### config.mk
export PLATFORM = sky130hd
export DESIGN_NAME = fanc_ctrl
export DESIGN_NICKNAME = d
export VERILOG_FILES = /design/src/fanc_pkg.sv /design/src/fanc_ctrl.sv
export SDC_FILE = /design/constraint.sdc
export NUM_CORES = 1
export LEC_CHECK = 0
export BUFFER_PORTS_ARGS = -buffer_cell sky130_fd_sc_hd__buf_2
export CAP_MARGIN = 0
export CORE_ASPECT_RATIO = 1.75
export CORE_UTILIZATION = 41
export CTS_BUF_LIST = sky130_fd_sc_hd__clkbuf_8
export DETAILED_ROUTE_END_ITERATION = 8
export MAX_ROUTING_LAYER = met4
export PLACE_DENSITY_LB_ADDON = 0.2
export SLEW_MARGIN = 20
export SYNTH_ARGS = -nofsm -noshare
export SYNTH_HDL_FRONTEND = slang
export SYNTH_SLANG_ARGS = --single-unit
export TNS_END_PERCENT = 1
### constraint.sdc
create_clock -name i_clk -period 11.55 [get_ports i_clk]
set_input_delay 1.7325 -clock i_clk [delete_from_list [all_inputs] [get_ports i_clk]]
set_output_delay 1.7325 -clock i_clk [all_outputs]
set_load 0.02 [all_outputs]
### src/fanc_pkg.sv
`default_nettype none
package fanc_pkg;

    localparam int DEF_MAX_COLS    = 256;
    localparam int DEF_MAX_ROWS    = 4096;
    localparam int DEF_HEIGHT_BITS = 16;

    localparam int HCODE_W   = 16;
    localparam int LEVEL_W   = 3;
    localparam int OUT_ROW_W = 12;
    localparam int OUT_COL_W = 8;
    localparam int CFG_IDX_W = 2;
    localparam int CFG_DAT_W = 13;
    localparam int ROWS_REG_W = 13;
    localparam int COLS_REG_W = 9;

    localparam logic [CFG_IDX_W-1:0] CFG_ROWS = 2'd0;
    localparam logic [CFG_IDX_W-1:0] CFG_COLS = 2'd1;

    localparam logic [ROWS_REG_W-1:0] ROWS_RESET = 13'd200;
    localparam logic [COLS_REG_W-1:0] COLS_RESET = 9'd200;

    localparam logic OP_SAMPLE = 1'b0;
    localparam logic OP_DRAIN  = 1'b1;

    localparam int NUM_TAPS = 4;
    localparam logic [1:0] X_CTR = 2'd0;
    localparam logic [1:0] X_UP  = 2'd1;
    localparam logic [1:0] X_DN  = 2'd2;
    localparam logic [1:0] X_RT  = 2'd3;

    typedef struct packed {
        logic in_we;
        logic flag_go;
        logic flag_col0;
        logic emit_go;
        logic emit_col0;
        logic emit_last;
    } t_step;

endpackage
`default_nettype wire

### src/fanc_ctrl.sv
`default_nettype none
module fanc_ctrl #(
    parameter int MAX_COLS = fanc_pkg::DEF_MAX_COLS,
    parameter int MAX_ROWS = fanc_pkg::DEF_MAX_ROWS,
    localparam int RW  = $clog2(MAX_ROWS + 1),
    localparam int CW  = $clog2(MAX_COLS + 1),
    localparam int CIW = $clog2(MAX_COLS),
    localparam int AW  = $clog2(4 * MAX_COLS)
) (
    input  wire logic                             i_clk,
    input  wire logic                             i_rst_n,
    input  wire logic                             i_acc,
    input  wire logic                             i_op,
    input  wire logic                             i_cfg_we,
    input  wire logic [fanc_pkg::CFG_IDX_W-1:0]   i_cfg_index,
    input  wire logic [fanc_pkg::CFG_DAT_W-1:0]   i_cfg_data,
    output fanc_pkg::t_step                       o_step,
    output logic      [AW-1:0]                    o_in_addr,
    output logic      [AW-1:0]                    o_flag_addr [fanc_pkg::NUM_TAPS],
    output logic      [AW-1:0]                    o_emit_addr [fanc_pkg::NUM_TAPS],
    output logic      [RW-1:0]                    o_emit_row,
    output logic      [CIW-1:0]                   o_emit_col
);

    logic [fanc_pkg::ROWS_REG_W-1:0] r_grid_rows;
    logic [fanc_pkg::COLS_REG_W-1:0] r_grid_cols;
    logic [RW-1:0]  r_ir, r_fr, r_er, n_ir, n_fr, n_er;
    logic [CIW-1:0] r_ic, r_fc, r_ec, n_ic, n_fc, n_ec;
    logic [RW-1:0]  rows;
    logic [CW-1:0]  cols;
    logic           cfg_hit;

    function automatic logic [AW-1:0] cell_addr(input logic [RW-1:0] r, input logic [CW-1:0] c);
        return AW'(AW'(r[1:0]) * AW'(MAX_COLS) + AW'(c));
    endfunction

    function automatic logic [AW-1:0] cross_addr(input logic [RW-1:0] r, input logic [CW-1:0] c,
                                                 input logic [1:0] k, input logic [RW-1:0] nr,
                                                 input logic [CW-1:0] nc);
        logic [RW-1:0] xr;
        logic [CW-1:0] xc;
        xr = r;
        xc = c;
        case (k)
            fanc_pkg::X_UP: begin
                if (r != '0) xr = r - RW'(1);
            end
            fanc_pkg::X_DN: begin
                if (r + RW'(1) < nr) xr = r + RW'(1);
            end
            fanc_pkg::X_RT: begin
                if (c + CW'(1) < nc) xc = c + CW'(1);
            end
            default: begin
            end
        endcase
        return cell_addr(xr, xc);
    endfunction

    function automatic logic ready_at(input logic [RW-1:0] r, input logic [CW-1:0] c,
                                      input logic [RW-1:0] tr, input logic [CW-1:0] tc,
                                      input logic [RW-1:0] nr, input logic [CW-1:0] nc);
        logic [RW-1:0] qr;
        logic [CW-1:0] qc;
        qr = r;
        qc = c;
        if (r + RW'(1) < nr) begin
            qr = r + RW'(1);
        end else if (c + CW'(1) < nc) begin
            qc = c + CW'(1);
        end
        return (qr < tr) || ((qr == tr) && (qc < tc));
    endfunction

    always_comb begin
        if (r_grid_rows == '0) begin
            rows = RW'(1);
        end else if (32'(r_grid_rows) > 32'(MAX_ROWS)) begin
            rows = RW'(MAX_ROWS);
        end else begin
            rows = RW'(r_grid_rows);
        end
        if (r_grid_cols == '0) begin
            cols = CW'(1);
        end else if (32'(r_grid_cols) > 32'(MAX_COLS)) begin
            cols = CW'(MAX_COLS);
        end else begin
            cols = CW'(r_grid_cols);
        end
    end

    always_comb begin
        o_step = '0;
        n_ir = r_ir;
        n_ic = r_ic;
        n_fr = r_fr;
        n_fc = r_fc;
        n_er = r_er;
        n_ec = r_ec;

        o_step.in_we = i_acc && (i_op == fanc_pkg::OP_SAMPLE) && (r_ir < rows);
        if (o_step.in_we) begin
            if (CW'(r_ic) + CW'(1) >= cols) begin
                n_ic = '0;
                n_ir = r_ir + RW'(1);
            end else begin
                n_ic = r_ic + CIW'(1);
            end
        end

        o_step.flag_go = i_acc && (r_fr < rows)
                       && ready_at(r_fr, CW'(r_fc), n_ir, CW'(n_ic), rows, cols);
        o_step.flag_col0 = (r_fc == '0);
        if (o_step.flag_go) begin
            if (CW'(r_fc) + CW'(1) >= cols) begin
                n_fc = '0;
                n_fr = r_fr + RW'(1);
            end else begin
                n_fc = r_fc + CIW'(1);
            end
        end

        o_step.emit_go = i_acc && (r_er < rows)
                       && ready_at(r_er, CW'(r_ec), n_fr, CW'(n_fc), rows, cols);
        o_step.emit_col0 = (r_ec == '0);
        o_step.emit_last = (r_er + RW'(1) == rows) && (CW'(r_ec) + CW'(1) == cols);
        if (o_step.emit_go) begin
            if (o_step.emit_last) begin
                n_ir = '0;
                n_ic = '0;
                n_fr = '0;
                n_fc = '0;
                n_er = '0;
                n_ec = '0;
            end else if (CW'(r_ec) + CW'(1) >= cols) begin
                n_ec = '0;
                n_er = r_er + RW'(1);
            end else begin
                n_ec = r_ec + CIW'(1);
            end
        end
    end

    always_comb begin
        o_in_addr = cell_addr(r_ir, CW'(r_ic));
        for (int k = 0; k < fanc_pkg::NUM_TAPS; k++) begin
            o_flag_addr[k] = cross_addr(r_fr, CW'(r_fc), 2'(k), rows, cols);
            o_emit_addr[k] = cross_addr(r_er, CW'(r_ec), 2'(k), rows, cols);
        end
        o_emit_row = r_er;
        o_emit_col = r_ec;
    end

    assign cfg_hit = i_cfg_we && ((i_cfg_index == fanc_pkg::CFG_ROWS)
                               || (i_cfg_index == fanc_pkg::CFG_COLS));

    always_ff @(posedge i_clk) begin
        if (!i_rst_n) begin
            r_grid_rows <= fanc_pkg::ROWS_RESET;
            r_grid_cols <= fanc_pkg::COLS_RESET;
            r_ir <= '0;
            r_ic <= '0;
            r_fr <= '0;
            r_fc <= '0;
            r_er <= '0;
            r_ec <= '0;
        end else if (cfg_hit) begin
            if (i_cfg_index == fanc_pkg::CFG_ROWS) begin
                r_grid_rows <= i_cfg_data;
            end else begin
                r_grid_cols <= i_cfg_data[fanc_pkg::COLS_REG_W-1:0];
            end
            r_ir <= '0;
            r_ic <= '0;
            r_fr <= '0;
            r_fc <= '0;
            r_er <= '0;
            r_ec <= '0;
        end else begin
            r_ir <= n_ir;
            r_ic <= n_ic;
            r_fr <= n_fr;
            r_fc <= n_fc;
            r_er <= n_er;
            r_ec <= n_ec;
        end
    end

endmodule
`default_nettype wire

==> flow_summary_export.csv, run 1 <==
group,metric,value,unit
critical_path,crit_arrival,9.15,ns
global_route,grt_pass1_wl,42.0,mm
drt,routedWlPerCell,19.2,µm
drt,ant_nets,0,
critical_path,end_kind,"primary output",
min_path,hold_class,"register to register",
drt,dr.pass1.iters,5,
timing,hold_ws,0.507,ns
critical_path,cp_slowest_cell,"dfxtp_1",
floorplanning,start_util,42.1,%
timing,timing.final.hold_violations,0,
clocking,cts-root-buf,"clkbuf_8",
floorplanning,dieArea,22100,µm²
clocking,htree_levels,3,
logic_synthesis,syn_nets,1266,
min_path,min_to,"r_grid_rows[1]",
logic_synthesis,yosys-top-cells-area,"ha_1 (20%), dfxtp_1 (19%), xnor2_1 (6.0%), xor2_1 (5.8%), nand2_1 (5.4%)",
critical_path,crit_fanout,23,
clocking,ctsHoldBuffers,0,
finish,layout.nets,1305,
critical_path,cpPeakStageDelay,0.52,ns
drt,drc,0,
logic_synthesis,synth.cell_area,8800,µm²
critical_path,r2r_end,"r_ic[3]",
place,place_congestion,0.918,
timing,slew_viol_final,0,
place,place_hpwl,21.8,mm
clocking,clock_latency,0.40,ns
logic_synthesis,ys_seq_elements,85,
floorplanning,row_count,70,
timing,finalClockSkew,0.0179,ns
timing,setup_viol,0,
clocking,cts_tree,"built",
critical_path,setup.worst_path.class,"register to primary output",
logic_synthesis,synth_edf_count,0,
global_route,grt_pass1_vias,7762,
min_path,min-delay-start,"r_grid_rows[1]",
logic_synthesis,synth_top_cell_area_share,20.0,%
critical_path,crit_top_cell,"and3_1",
timing,timing.fmax,0.0919,GHz
finish,layout_commonest_cell,"ha_1",
critical_path,rrSetupSlack,2.44,ns
timing,tns,0,ns
power,cellLeakagePower,4.71,nW
clocking,cts_buffers,9,
floorplanning,die_x,113,µm
timing,worstMarginPinSlew,0.931,ns
outcome,status,"finished, final reports clean",
global_route,grt_max_degree,43,
min_path,whs_path_depth,2,
timing,rsz0062_at_grt,"false",
timing,finalCritPeriodShare,94.2,%
logic_synthesis,async_flop_share,0,%
drt,wirelength,26.9,mm
timing,min_period,10.88,ns
floorplanning,die_h,196,µm
finish,post-route-util,44.9,%
timing,slew_headroom,37.7,%
drt,drtIter0Drc,336,
critical_path,crit_family,"compound AO/OA/AOI/OAI gates",
clocking,clkSinkCount,85,
logic_synthesis,ys_dominant_reg_cell,"dfxtp_1",
global_route,grt_overflow_total,0,
critical_path,required,9.82,ns
clocking,clk_pin_slew,0.11,ns
drt,vias,7927,
clocking,cts_buffer_depth,2,
critical_path,cp.depth,33,
logic_synthesis,syn_inst,1105,
job,drv_cap,0,
logic_synthesis,ys_types,68,
finish,layout_common_cells,"ha_1 (141), buf_2 (136), nand2_1 (126)",
drt,viasPerCell,5.66,
critical_path,r2r_cells,34,
global_route,grt_usage,25.3,%
floorplanning,pin_count,137,
floorplanning,core,20900,µm²
power,p_total,613,µW
critical_path,worst-path-buf-inv,3,
logic_synthesis,ys_seq_area_share,19.3,%
finish,num_antenna_cells,0,
finish,drive_gt1_share,15.8,%
critical_path,r2r_start,"r_fr[0]",
critical_path,startpoint_type,"register",
power,peakVddDrop,0.0594,mV
global_route,antenna_found_initial,0,
logic_synthesis,yosys_warnings,0,
power,powerDensity,65.2,nW/µm²
finish,area_growth,6.87,%
place,io_buffers,136,
logic_synthesis,syn_area_per_cell,7.97,µm²
logic_synthesis,synth_top_area_cell,"ha_1",
where the power goes:
group	switching [mW]	internal [mW]	total [mW]
Sequential	0.00377	0.296	0.300
Combinational	0.0380	0.0197	0.0577
Clock	0.131	0.125	0.256
Total	0.173	0.441	0.613
synth_stat cells, types with 9 or more instances:
| library cell | instances |
|---|---|
| ha_1 | 141 |
| nand2_1 | 126 |
| nor2_1 | 91 |
| dfxtp_1 | 85 |
| xnor2_1 | 60 |
| xor2_1 | 58 |
| buf_4 | 52 |
| nand3_1 | 52 |
| clkbuf_1 | 39 |
| o21ai_0 | 39 |
| a21oi_1 | 36 |
| and3_1 | 27 |
| inv_1 | 23 |
| nand4_1 | 23 |
| nor4_1 | 19 |
| nor2b_1 | 18 |
| nor3_1 | 18 |
| a32o_1 | 16 |
| o21a_1 | 15 |
| a21boi_0 | 14 |
| a21o_1 | 13 |
| buf_2 | 13 |
| mux2i_1 | 12 |
| nand2b_1 | 10 |
| o211ai_1 | 9 |
worst register-to-register path: cells and delay by family, from the launching register on:
kind	cells	cell delay (ns)
flops	1	0.52
fa+ha+maj	4	1.27
xor+xnor	2	0.28
compound gates	14	3.50
simple gates	12	2.69
buf+inv	2	0.69
per-layer routing:
| metal | GRT usage (%) | up-vias | wire, µm | share of wire [%] |
|---|---|---|---|---|
| li1 | - | 3942 | - | - |
| met1 | 26.9 | 3722 | 10800 | 40 |
| met2 | 46.4 | 209 | 14100 | 53 |
| met3 | 2.01 | 54 | 747 | 2.8 |
| met4 | 12.4 | 0 | 1160 | 4.3 |
| met5 | - | - | 0 | 0 |
timing repair:
action | 4_1_cts | 5_1_grt
endpoints found under the setup margin | 0 | 1
resized for setup | 0 | 6
setup buffers | 0 | 0
cell families after synthesis:
| group | count (synthesis) | share of synthesized area, % |
|---|---|---|
| flops | 85 | 19.3 |
| fa+ha+maj | 141 | 20.0 |
| buf+inv | 139 | 8.77 |
| compound gates | 188 | 15.0 |
| mux | 13 | 1.49 |
| simple gates | 421 | 23.7 |
| xor+xnor | 118 | 11.7 |
flip-flops by register name, summed over array words and instances (netlist names):
signal	cells
o_emit_col	8
o_emit_row	13
r_fc	8
r_fr	13
r_grid_cols	9
r_grid_rows	13
r_ic	8
r_ir	13
metrics by stage:
stage	area (µm²)	instances	setup WS, ns
floorplan	8800	1105	1.93
global placement	9160	1385	0.749
detailed placement	9160	1385	0.509
CTS	9390	1401	0.0206
global route	9410	1401	0.0201
finish	9410	1401	0.670
layout make-up:
class / instances / area [µm²]
clock inverter: 7 / 104
inverter: 27 / 103
clock buffer: 9 / 124
tap: 252 / 315
multi-input combinational: 881 / 6350
fill: 2140 / 11500
timing repair buffer: 140 / 711
sequential: 85 / 1700
worst max path at each step:
stage                endpoint     from
finish              o_step[2]  r_fr[0]
floorplan           o_step[2]  r_fr[1]
global route        o_step[2]  r_fr[0]
detailed placement  o_step[2]  r_fr[0]
CTS                 o_step[2]  r_fr[0]
global placement    o_step[2]  r_fr[1]
Note: power is estimated with default switching activity, not from simulation.
==> run 2: changes to the inputs <==
PLACE_DENSITY = 0.61   (was default)
PLACE_DENSITY_LB_ADDON = default   (was 0.2)
==> run 2 against run 1 <==
  * Global-route usage is 0.22 points higher
  * Setup slack better by 0.12 ns
  * Count of clock-buffer cells in the layout is 1 higher
  * Final cell count hardly changed
  * Critical path depth is 2 higher
  * Sequential share of layout area is 0.051 points higher
  * Power is 2.7% lower
  * Utilization is 0.13 points lower
  * Critical endpoint unchanged
==> flow_summary_export.csv, run 2 (synthesis gave the netlist of run 1 again) <==
group,metric,value,unit
clocking,ctsHoldBuffers,0,
timing,finalClockSkew,0.0194,ns
critical_path,cp_slowest_cell,"a2111oi_2",
clocking,cts_tree,"built",
place,io_buffers,136,
clocking,cts_setup_buffers,0,
finish,post-route-util,44.8,%
power,p_total,596,µW
drt,viasPerCell,5.73,
clocking,cts_buffer_depth,2,
critical_path,required,9.82,ns
critical_path,crit_arrival,9.03,ns
timing,rsz0062_at_grt,"false",
drt,dr.pass1.iters,5,
power,powerDensity,63.6,nW/µm²
timing,finalCritPeriodShare,93.2,%
min_path,hold_class,"register to register",
place,place_hpwl,21.6,mm
finish,drive_gt1_share,15.7,%
critical_path,startpoint_type,"register",
clocking,clock_latency,0.39,ns
floorplanning,die_h,196,µm
clocking,clk_pin_slew,0.11,ns
global_route,antenna_found_initial,0,
global_route,grt_overflow_total,0,
critical_path,rrSetupSlack,2.51,ns
finish,layout_commonest_cell,"ha_1",
timing,tns,0,ns
power,peakVddDrop,0.0460,mV
floorplanning,dieArea,22100,µm²
finish,area_growth,6.57,%
job,drv_cap,0,
floorplanning,pin_count,137,
timing,setup_viol,0,
drt,ant_nets,0,
timing,timing.final.hold_violations,0,
global_route,grt_usage,25.5,%
critical_path,r2r_end,"r_ir[11]",
floorplanning,row_count,70,
place,place_congestion,0.890,
min_path,min-delay-start,"r_grid_rows[9]",
drt,routedWlPerCell,18.9,µm
finish,layout_common_cells,"ha_1 (141), buf_2 (136), nand2_1 (126)",
floorplanning,core,20900,µm²
drt,wirelength,26.5,mm
global_route,grt_pass1_wl,42.3,mm
timing,min_period,10.76,ns
finish,layout.nets,1304,
critical_path,cpPeakStageDelay,0.53,ns
floorplanning,die_x,113,µm
critical_path,crit_top_cell,"and3_1",
place,place_ws,0.689,ns
timing,timing.fmax,0.0929,GHz
drt,drtIter0Drc,369,
timing,setup_ws,0.790,ns
floorplanning,start_util,42.1,%
critical_path,r2r_start,"r_fr[1]",
critical_path,r2r_cells,36,
clocking,htree_levels,3,
timing,slew_viol_final,0,
drt,vias,8020,
critical_path,end_kind,"primary output",
global_route,grt_pass1_vias,7948,
clocking,cts-root-buf,"clkbuf_8",
clocking,post_cts_resized,0,
min_path,whs_path_depth,2,
clocking,cts_buffers,9,
clocking,clkSinkCount,85,
finish,num_antenna_cells,0,
timing,slew_headroom,35.4,%
power,cellLeakagePower,4.70,nW
min_path,min_to,"r_grid_rows[9]",
drt,drc,0,
critical_path,setup.worst_path.class,"register to primary output",
critical_path,crit_fanout,23,
outcome,status,"finished, final reports clean",
timing,worstMarginPinSlew,0.966,ns
global_route,grt_max_degree,43,
run 2: layer usage:
layer	share of wire, %	GRT usage, %	up-vias
met5	0	-	-
met4	5.9	15.1	0
met3	3.0	2.53	83
met2	52	45.4	238
met1	39	27.0	3748
li1	-	-	3951
run 2: layout make-up:
cell class	instances	area, µm²
clock buffers	10	138
clock inverters	6	75.1
fillers	2125	11600
inverters	27	104
multi-input cells	881	6340
flip-flops and latches	85	1700
well taps	252	315
repair buffers	139	703
run 2: worst max-delay path: cells and delay by family (launching register included):
family	cells	cell delay (ns)
simple gates	14	3.01
xor+xnor	2	0.28
fa+ha+maj	4	1.29
buf+inv	3	0.72
flops	1	0.52
compound gates	12	2.80
run 2: metrics by stage:
step,instance area (µm²),hold slack [ns],instances
floorplan,8800,0.456,1105
global route,9380,0.538,1400
global placement,9160,0.483,1384
CTS,9370,0.507,1400
finish,9380,0.510,1400
detailed placement,9160,0.492,1384
run 2: worst max-delay path by stage:
stage / slack, ns / end / startpoint
2_1_floorplan: 1.93 / o_step[2] / r_fr[1]
3_3_place_gp: 0.57 / o_step[2] / r_fr[1]
3_5_place_dp: 0.69 / o_step[2] / r_fr[1]
4_1_cts: 0.19 / o_step[2] / r_fr[1]
5_1_grt: 0.06 / o_step[2] / r_fr[1]
6_report: 0.79 / o_step[2] / r_fr[1]
run 2: power by group:
group / total [mW] / internal, mW / leakage, nW / switching, mW
clock network: 0.239 / 0.110 / 0.106 / 0.129
logic: 0.0576 / 0.0197 / 3.90 / 0.0379
registers: 0.300 / 0.296 / 0.686 / 0.00389
total: 0.596 / 0.425 / 4.70 / 0.171
==> run 3: changes to the inputs <==
CORE_UTILIZATION = 40   (was 41)
PLACE_DENSITY = 0.6   (was 0.61)
==> run 3 against run 2 <==
  * Critical path depth stayed put
  * Sequential power hardly changed
  * Fmax about the same
  * Clock power is 8% lower
  * Clock skew decreased by 0.0053 ns
  * Die area rose by 2.5%
  * Design area increased by 0.36%
  * Largest power group unchanged
  * Highest routed layer unchanged
==> flow_summary_export.csv, run 3 (synthesis gave the netlist of run 1 again) <==
group,metric,value,unit
outcome,status,"finished, final reports clean",
clocking,cts_buffers,9,
drt,wirelength,26.9,mm
clocking,clock_latency,0.39,ns
timing,finalCritPeriodShare,93.1,%
drt,routedWlPerCell,18.6,µm
timing,rsz0062_at_grt,"false",
drt,dr.pass1.iters,5,
timing,timing.final.hold_violations,0,
place,io_buffers,136,
clocking,cts_buffer_depth,2,
floorplanning,dieArea,22600,µm²
drt,drc,0,
critical_path,cpPeakStageDelay,0.50,ns
drt,drtIter0Drc,264,
critical_path,cp_slowest_cell,"dfxtp_1",
finish,post-route-util,43.8,%
finish,fin_area,9410,µm²
global_route,grt_overflow_total,0,
place,place_hpwl,21.8,mm
floorplanning,row_count,71,
power,cellLeakagePower,4.69,nW
global_route,grt_usage,25.1,%
critical_path,startpoint_type,"register",
finish,multi_input_area,6340,µm²
timing,slew_viol_final,0,
finish,fillers,2277,
clocking,cts-root-buf,"clkbuf_8",
finish,area_growth,6.95,%
drt,vias,8050,
critical_path,crit_top_cell,"and3_1",
timing,finalClockSkew,0.0141,ns
timing,setup_viol,0,
clocking,clk_pin_slew,0.11,ns
critical_path,r2r_cells,36,
timing,hold_ws,0.510,ns
drt,ant_nets,0,
floorplanning,start_util,40.9,%
timing,min_period,10.76,ns
drt,viasPerCell,5.59,
critical_path,setup.worst_path.class,"register to primary output",
critical_path,rrSetupSlack,2.54,ns
place,place_area,9210,µm²
global_route,grt_max_degree,43,
power,peakVddDrop,0.0364,mV
finish,layout_commonest_cell,"ha_1",
place,place_ws,0.618,ns
global_route,grt_pass1_vias,7939,
critical_path,end_kind,"primary output",
critical_path,crit_fanout,23,
timing,worstMarginPinSlew,0.961,ns
clocking,cts_tree,"built",
min_path,whs_path_depth,2,
global_route,antenna_found_initial,0,
clocking,clkSinkCount,85,
timing,tns,0,ns
floorplanning,pin_count,137,
critical_path,required,9.82,ns
floorplanning,die_x,114,µm
place,place_congestion,0.949,
floorplanning,die_h,198,µm
timing,setup_ws,0.794,ns
finish,drive_gt1_share,15.8,%
timing,slew_headroom,35.7,%
clocking,cts_setup_buffers,0,
clocking,htree_levels,3,
finish,layout.nets,1305,
power,powerDensity,61.4,nW/µm²
finish,layout_common_cells,"ha_1 (141), buf_2 (136), nand2_1 (126)",
global_route,grt_pass1_wl,42.4,mm
min_path,hold_class,"register to register",
floorplanning,core,21500,µm²
finish,num_antenna_cells,0,
finish,ff_latch_area,1700,µm²
job,drv_cap,0,
timing,timing.fmax,0.0930,GHz
critical_path,crit_arrival,9.02,ns
==> run 3: worst max-delay path: cells and delay by family (launching register included) <==
family	cells	cell delay, ns
DFF	1	0.50
buffers and inverters	3	0.70
and+or+nand+nor	14	3.25
adders and majority gates	4	1.27
xor gates and xnor gates	3	0.42
AOI/OAI and AO/OA	11	2.49
==> run 3: power by group <==
part | internal, mW | leakage (nW) | switching, mW
Clock | 0.0874 | 0.0903 | 0.133
Combinational | 0.0199 | 3.91 | 0.0384
Sequential | 0.296 | 0.687 | 0.00352
Total | 0.403 | 4.69 | 0.174
==> run 3: final timing paths <==
path             startpoint        endpoint
min reg2reg  r_grid_rows[9]  r_grid_rows[9]
max                 r_fr[0]       o_step[2]
max reg2reg         r_fr[0]        r_fr[10]
min          r_grid_rows[9]  r_grid_rows[9]
==> run 3: what timing repair did <==
item                       4_1_cts  5_1_grt
hold buffers                     0        0
setup endpoints to repair        0        1
resized for setup                0        7
==> run 3: final cells by class <==
type                    count  share of cell area, %
clock buffers              10                   1.46
clock inverters             6                  0.532
multi-input cells         881                   67.4
inverters                  27                   1.10
flip-flops and latches     85                   18.1
well taps                 292                   3.88
repair buffers            140                   7.55
==> run 3: layer usage <==
layer,vias to the layer above,global-route usage (%),part of all wire [%]
li1,3955,-,-
met1,3769,26.7,39
met2,249,44.6,52
met3,77,2.23,3.4
met4,0,14.8,5.6
met5,-,-,0
==> run 3: metrics by stage <==
step / std cells / total power [mW]
floorplan: 1105 / 0.344
finish: 1441 / 0.578
CTS: 1441 / 0.585
detailed placement: 1425 / 0.365
global route: 1441 / 0.605
global placement: 1425 / 0.364
